`src/rtl/ofa_pkg.sv`:
```
package ofa_pkg;

  localparam int QUEUE_DEPTH = 5;
  localparam int ID_W        = 10;
  localparam int RATE_W      = 8;
  localparam int FILL_W      = 3;
  localparam int IDX_W       = (QUEUE_DEPTH > 1) ? $clog2(QUEUE_DEPTH) : 1;
  localparam int CNT_W       = $clog2(QUEUE_DEPTH + 1);
  localparam int SUM_W       = RATE_W + CNT_W;
  localparam int STEP_W      = $clog2(SUM_W + 1);

  localparam logic KIND_INSERT = 1'b0;
  localparam logic KIND_REMOVE = 1'b1;

  typedef struct packed {
    logic              kind;
    logic [ID_W-1:0]   entry_id;
    logic [RATE_W-1:0] entry_rate;
  } in_req_t;

  typedef struct packed {
    logic [RATE_W-1:0] mean_rate;
    logic              evicted;
    logic [ID_W-1:0]   removed_id;
    logic [RATE_W-1:0] removed_rate;
    logic              was_empty;
    logic [FILL_W-1:0] fill_count;
  } out_res_t;

  typedef struct packed {
    logic [SUM_W-1:0] dividend;
    logic [CNT_W-1:0] divisor;
  } div_req_t;

endpackage

```
`src/rtl/ofa_div.sv`:
```
module ofa_div (
  input  logic                     clk,
  input  logic                     rst_n,
  input  logic                     div_start,
  input  ofa_pkg::div_req_t        div_req,
  output logic                     div_done,
  output logic [ofa_pkg::RATE_W-1:0] div_quo
);
  import ofa_pkg::*;

  logic              busy_r, busy_nxt;
  logic              done_r, done_nxt;
  logic [STEP_W-1:0] step_r, step_nxt;
  logic [CNT_W-1:0]  rem_r, rem_nxt;
  logic [SUM_W-1:0]  quo_r, quo_nxt;
  logic [CNT_W-1:0]  dvs_r, dvs_nxt;
  logic [CNT_W:0]    rem_sh;

  always_comb begin
    busy_nxt = busy_r;
    done_nxt = 1'b0;
    step_nxt = step_r;
    rem_nxt  = rem_r;
    quo_nxt  = quo_r;
    dvs_nxt  = dvs_r;
    rem_sh   = {rem_r, quo_r[SUM_W-1]};
    if (div_start) begin
      busy_nxt = 1'b1;
      step_nxt = STEP_W'(SUM_W);
      rem_nxt  = '0;
      quo_nxt  = div_req.dividend;
      dvs_nxt  = div_req.divisor;
    end else if (busy_r) begin
      // one restoring step per cycle
      quo_nxt = {quo_r[SUM_W-2:0], 1'b0};
      if (rem_sh >= {1'b0, dvs_r}) begin
        rem_nxt    = CNT_W'(rem_sh - {1'b0, dvs_r});
        quo_nxt[0] = 1'b1;
      end else begin
        rem_nxt = CNT_W'(rem_sh);
      end
      step_nxt = step_r - 1'b1;
      if (step_r == STEP_W'(1)) begin
        busy_nxt = 1'b0;
        done_nxt = 1'b1;
      end
    end
  end

  always_ff @(posedge clk) begin
    if (!rst_n) begin
      busy_r <= 1'b0;
      done_r <= 1'b0;
      step_r <= '0;
    end else begin
      busy_r <= busy_nxt;
      done_r <= done_nxt;
      step_r <= step_nxt;
    end
    rem_r <= rem_nxt;
    quo_r <= quo_nxt;
    dvs_r <= dvs_nxt;
  end

  assign div_done = done_r;
  assign div_quo  = quo_r[RATE_W-1:0];

endmodule

```
`src/rtl/overwrite_fifo_with_average_core.sv`:
```
// channel   ports                     request accepted when
// input     start, busy, in_req       start high and busy low
// result    out_valid, out_res        out_valid high (one cycle strobe)
//
// a remove result strobes 1 cycle after the accepting edge
// an insert result strobes 13 cycles after it: one update cycle, then the
//   shared restoring divider takes one quotient bit per cycle over the sum width
// busy drops in the strobe cycle, so a new request may be taken there
// synchronous active-low reset empties the queue; the receiver cannot stall
module overwrite_fifo_with_average_core (
  input  logic              clk,
  input  logic              rst_n,
  input  logic              start,
  output logic              busy,
  input  ofa_pkg::in_req_t  in_req,
  output logic              out_valid,
  output ofa_pkg::out_res_t out_res
);
  import ofa_pkg::*;

  typedef enum logic [2:0] {
    S_IDLE = 3'b001,
    S_UPD  = 3'b010,
    S_DIV  = 3'b100
  } state_t;

  state_t            state_r, state_nxt;
  in_req_t           req_r, req_nxt;
  out_res_t          res_r, res_nxt;
  logic              out_valid_r, out_valid_nxt;
  logic [IDX_W-1:0]  head_r, head_nxt;
  logic [CNT_W-1:0]  count_r, count_nxt;
  logic [SUM_W-1:0]  sum_r, sum_nxt;
  logic [ID_W-1:0]   id_r   [QUEUE_DEPTH];
  logic [RATE_W-1:0] rate_r [QUEUE_DEPTH];

  logic              wr_en;
  logic [IDX_W-1:0]  wr_idx;
  logic [IDX_W-1:0]  head_inc;
  logic [IDX_W-1:0]  h1;
  logic [CNT_W-1:0]  c1;
  logic [SUM_W-1:0]  s1;
  logic [CNT_W:0]    tail_raw;
  logic              full;
  logic              div_start;
  div_req_t          div_req;
  logic              div_done;
  logic [RATE_W-1:0] div_quo;

  assign head_inc = (head_r == IDX_W'(QUEUE_DEPTH - 1)) ? '0 : head_r + 1'b1;
  assign full     = (count_r == CNT_W'(QUEUE_DEPTH));

  always_comb begin
    state_nxt     = state_r;
    req_nxt       = req_r;
    res_nxt       = res_r;
    out_valid_nxt = 1'b0;
    head_nxt      = head_r;
    count_nxt     = count_r;
    sum_nxt       = sum_r;
    wr_en         = 1'b0;
    div_start     = 1'b0;
    h1            = full ? head_inc : head_r;
    c1            = full ? count_r - 1'b1 : count_r;
    s1            = full ? sum_r - SUM_W'(rate_r[head_r]) : sum_r;
    tail_raw      = (CNT_W+1)'(h1) + (CNT_W+1)'(c1);
    wr_idx        = (tail_raw >= (CNT_W+1)'(QUEUE_DEPTH))
                    ? IDX_W'(tail_raw - (CNT_W+1)'(QUEUE_DEPTH)) : IDX_W'(tail_raw);
    div_req.dividend = s1 + SUM_W'(req_r.entry_rate);
    div_req.divisor  = c1 + 1'b1;
    case (state_r)
      S_IDLE: begin
        if (start) begin
          req_nxt   = in_req;
          state_nxt = S_UPD;
        end
      end
      S_UPD: begin
        res_nxt = '0;
        if (req_r.kind == KIND_INSERT) begin
          wr_en              = 1'b1;
          head_nxt           = h1;
          count_nxt          = div_req.divisor;
          sum_nxt            = div_req.dividend;
          div_start          = 1'b1;
          res_nxt.evicted    = full;
          res_nxt.fill_count = FILL_W'(div_req.divisor);
          state_nxt          = S_DIV;
        end else begin
          if (count_r == '0) begin
            res_nxt.was_empty = 1'b1;
          end else begin
            res_nxt.removed_id   = id_r[head_r];
            res_nxt.removed_rate = rate_r[head_r];
            head_nxt             = head_inc;
            count_nxt            = count_r - 1'b1;
            sum_nxt              = sum_r - SUM_W'(rate_r[head_r]);
          end
          res_nxt.fill_count = FILL_W'(count_nxt);
          out_valid_nxt      = 1'b1;
          state_nxt          = S_IDLE;
        end
      end
      S_DIV: begin
        if (div_done) begin
          res_nxt.mean_rate = div_quo;
          out_valid_nxt     = 1'b1;
          state_nxt         = S_IDLE;
        end
      end
      default: begin
        state_nxt = S_IDLE;
      end
    endcase
  end

  always_ff @(posedge clk) begin
    if (!rst_n) begin
      state_r     <= S_IDLE;
      out_valid_r <= 1'b0;
      head_r      <= '0;
      count_r     <= '0;
      sum_r       <= '0;
    end else begin
      state_r     <= state_nxt;
      out_valid_r <= out_valid_nxt;
      head_r      <= head_nxt;
      count_r     <= count_nxt;
      sum_r       <= sum_nxt;
    end
    req_r <= req_nxt;
    res_r <= res_nxt;
    if (wr_en) begin
      id_r[wr_idx]   <= req_r.entry_id;
      rate_r[wr_idx] <= req_r.entry_rate;
    end
  end

  ofa_div u_div (
    .clk       (clk),
    .rst_n     (rst_n),
    .div_start (div_start),
    .div_req   (div_req),
    .div_done  (div_done),
    .div_quo   (div_quo)
  );

  assign busy      = (state_r != S_IDLE);
  assign out_valid = out_valid_r;
  assign out_res   = res_r;

`ifndef SYNTHESIS
  a_count_bound: assert property (@(posedge clk) disable iff (!rst_n)
    count_r <= CNT_W'(QUEUE_DEPTH))
    else $error("entry count above queue depth");

  a_strobe_idle: assert property (@(posedge clk) disable iff (!rst_n)
    out_valid |-> !busy)
    else $error("result strobe while busy");

  a_strobe_pulse: assert property (@(posedge clk) disable iff (!rst_n)
    out_valid |=> !out_valid)
    else $error("result strobe longer than one cycle");

  a_accept_busy: assert property (@(posedge clk) disable iff (!rst_n)
    (start && !busy) |=> busy)
    else $error("busy not raised after request");

  a_div_only_waiting: assert property (@(posedge clk) disable iff (!rst_n)
    div_done |-> (state_r == S_DIV))
    else $error("divider finished outside divide state");
`endif

endmodule
```
`config.mk`:
```
export PLATFORM = sky130hd
export DESIGN_NAME = overwrite_fifo_with_average_core
export DESIGN_NICKNAME = d
export VERILOG_FILES = /design/src/rtl/ofa_pkg.sv /design/src/rtl/ofa_div.sv /design/src/rtl/overwrite_fifo_with_average_core.sv
export SDC_FILE = /design/constraint.sdc
export NUM_CORES = 1
export LEC_CHECK = 0
export BUFFER_PORTS_ARGS = -buffer_cell sky130_fd_sc_hd__buf_2
export CORE_MARGIN = 2
export CORE_UTILIZATION = 50
export CTS_CLUSTER_DIAMETER = 40
export DETAILED_ROUTE_END_ITERATION = 7
export PLACE_DENSITY = 0.68
export SKIP_LAST_GASP = 1
export SLEW_MARGIN = 40
export SYNTH_ARGS = -nofsm -noshare
export SYNTH_HDL_FRONTEND = slang
export SYNTH_SLANG_ARGS = --single-unit
```
`constraint.sdc`:
```
create_clock -name clk -period 11.8 [get_ports clk]
set_input_delay 2.36 -clock clk [delete_from_list [all_inputs] [get_ports clk]]
set_output_delay 2.36 -clock clk [all_outputs]
set_load 0.01 [all_outputs]
```
==> results.md <==
- Worst hold path type: flop to flop
- Hold path depth: 2
- Data required time at the worst endpoint: 11930 ps
- Top_reg_cell synth: edfxtp_1
- Arrival time worst endpoint: 5430 ps
- Routed len/inst: 17.9 um
- CTS tree: built
- Ys Warns: 0
- DRC Markers: 0
- Post-DRT Antenna Nets: 0
- Post-route setup slack: 6500 ps
- Clk_lat worst skew: 430 ps
- Leak Pwr: 0.00356 uW
- FMAX: 0.189 GHz
- Drt via density: 5.49
- Final setup TNS: 0 ps
- Least-Margin Pin Slew: 827 ps
- IO Port Bufs: 54
- Synthesized cell area: 8440 um2
- TritonRoute pass-1 iters: 4
- Total Nets Final: 741
- Clock Tree Buf Depth: 2
- CP max FO: 11
- XOR/XNOR share of the synthesized area: 0.0208
- I/O pin count: 55
- Syn_area_per_cell: 13.5 um2
- Initial Util: 0.511
- # rows: 47
- CP Capture Type: flop
- Post-synthesis simple-gate area fraction: 0.0944
- Register bit total from synthesis: 187
- Max incr delay on CP: 670 ps
- Final setup violation count: 0
- Utilization after layout: 0.577
- Core area: 16500 um2
- Sequential share of the synthesized area: 0.626
- Die area: 17900 um2
- Post-Synth Adder-Cell Area: 0.0599
- Final-report hold violation count: 0
- Mux contribution to synthesized area: 0.0802
- Area leader, netlist: edfxtp_1
- Psw: 328 uW
- Main combinational cell family by area after synthesis: compound AO/OA/AOI/OAI gates
- Final Cycle Share: 0.449
- Grt ovf: 0
- Initial antenna violation count: 0
- Unique cell type count in the Yosys netlist: 65
- Gpl congestion: 0.844
- Postcts setup bufs: 0
- Post-synth top area share: 0.548
- HPWL Detailed: 11.2 mm
- Clock share of power: 0.409
- Compound-Gate Fraction of Synth Area: 0.0947
- Minimum clock period: 5300 ps
- CP cell instances: inv_1, ha_1, and2_1, xnor2_1, inv_1, ha_1, fa_1, inv_1, ha_1, nor2b_1, o21ai_1, a211oi_1, mux2i_1, clkinv_1, nor3_2, buf_4
- VDD IR max: 0.0991 mV
- Worst Setup Start Kind: flop
- Layout cell share with drive strength beyond 1: 0.184
- First-pass GRT wire length: 26.2 mm
- Via count: 5015
- Clock Skew: 14.0 ps
- PostCTS Resize Cnt: 0
- Critical path's top delay family: adder cells
- Pin count of the biggest net entering global routing: 33
- Syn Nets: 686
- GRT Total Usage: 0.191
- Number of flops mapped to enable cells by yosys: 154
- Post-cts hold buffer count: 0
- Worst r2r src: count_r[1]
- R2R Path End: rate_r[4][6]
- Slowest CP cell: a211oi_1
- Seq pwr share: 0.541
- Die H: 134 um
- Pwr per Cell Area: 144 nW/um2
- CP Depth: 16
- Combinational fraction of design power: 0.050
- Worst slack at placement: 6380 ps
- Ys async rst share: 0
- Area Overhead vs Synth: 13.0%
- Die Width: 134 um
- Cell internal pwr: 1040 uW
- Most common cell after layout, fill and taps aside: edfxtp_1
- Num Clock Sinks: 187
- Worst setup path category: flop to flop
- Outcome: complete, no violations
- Buf/Inv on CP: 5
- Final wirelength: 16.3 mm
- Cells after Synth: 626
- Setup slack, reg-to-reg: 6500 ps
- Max-slew violation count: 0
- Vias in the first global route: 5085
- Drt initial violations: 267
- Reg2Reg Depth: 16
- Relative slew slack: 0.448
- Antenna Cells: 0
- Num CTS Buffers: 17
- Unrepaired setup endpoints after global routing: no
- Hold path endpoint: out_valid
- Maxcap violations: 0
- Synth area leaders: edfxtp_1 (55%), dfxtp_1 (7.8%), ha_1 (5.0%)
- HP Start: u_div.div_done
- Root Driver: clkbuf_16
- H-tree Lvls: 4
- Sw Share: 0.240
- Most frequent cells in the layout: edfxtp_1 (154), nand2_1 (56), buf_2 (54)
- CTS clk-pin slew, worst paths: 80 ps
[kinds of logic after synthesis]
family / after synthesis
flops: 187
simple gates: 167
compound gates: 121
buf+inv: 48
mux: 45
fa+ha+maj: 38
xor+xnor: 20
[per-layer routing]
metal	global-route usage	wire, um
met4	0.0703	223
met1	0.252	7500
met3	0.0306	597
met2	0.321	8000
met5	0	0
[sequential cells by signal (all words and copies together) (netlist names), named ones only]
| name | flops |
|---|---|
| out_valid | 1 |
| id_r | 50 |
| state_r | 3 |
| u_div.div_done | 1 |
| head_r | 3 |
| u_div.quo_r | 11 |
| rate_r | 40 |
| req_r | 19 |
| u_div.step_r | 4 |
| out_res | 31 |
| sum_r | 11 |
| u_div.rem_r | 3 |
| count_r | 3 |
| u_div.dvs_r | 3 |
| u_div.busy_r | 1 |
[stage by stage]
step / std cells / area, um2 / hold slack (ps) / total power [uW]
6_report: 914 / 9540 / 479 / 1370
4_1_cts: 914 / 9530 / 483 / 1380
2_1_floorplan: 626 / 8440 / 450 / 801
5_1_grt: 914 / 9540 / 529 / 1420
3_3_place_gp: 882 / 8930 / 469 / 820
3_5_place_dp: 882 / 8940 / 465 / 825
[Yosys cell counts, drive strengths merged, types with 3 or more instances]
library cell  count
fa                4
o21ai            33
edfxtp          154
a211o             3
and2             15
a211oi            6
dfxtp            33
nor2b             4
and3              6
o31ai             3
clkbuf           15
nand3             5
a21oi            32
or3               3
o211a             4
nor2             45
buf               9
nand2b            8
or2               3
nor3b             4
nor3              8
mux2i            26
xor2              5
ha               34
xnor2            15
o211ai            7
nand2            57
o21a              6
a21o              7
mux4             18
inv              22
[worst reg2reg max path, stage by stage, from the launching register on]
cell and delay, ps:
dfxtp_1 430, inv_1 150, ha_1 250, and2_1 320, xnor2_1 330, inv_1 80, ha_1 230, fa_1 490
inv_1 100, ha_1 180, nor2b_1 190, o21ai_1 80, a211oi_1 670, mux2i_1 380, clkinv_1 170, nor3_2 620
buf_4 340
[cell type report]
class | instances | area, um2
timing repair buffer | 60 | 315
inverter | 24 | 92.6
clock inverter | 15 | 170
fill | 1319 | 6990
sequential | 187 | 5290
tap | 220 | 275
clock buffer | 17 | 425
multi-input combinational | 391 | 2970
[power groups by stage]
stage	combinational [uW]	sequential, uW	clock, uW
global route	78.4	743	593
floorplan	50.5	751	0
CTS	68.9	742	569
global placement	65.2	755	0
detailed placement	68.6	756	0
finish	68.4	742	560
[worst max path at each step]
stage                     startpoint      endpoint  slack, ps
after global routing      count_r[0]  rate_r[4][6]       6060
after global placement     head_r[0]  rate_r[4][5]       6750
after floorplan           count_r[1]    id_r[4][0]       6570
after detailed placement   head_r[0]  rate_r[4][7]       6380
final                     count_r[1]  rate_r[4][6]       6500
after CTS                  head_r[0]  rate_r[4][6]       6380
No activity file was read; power rests on OpenSTA's default activity.
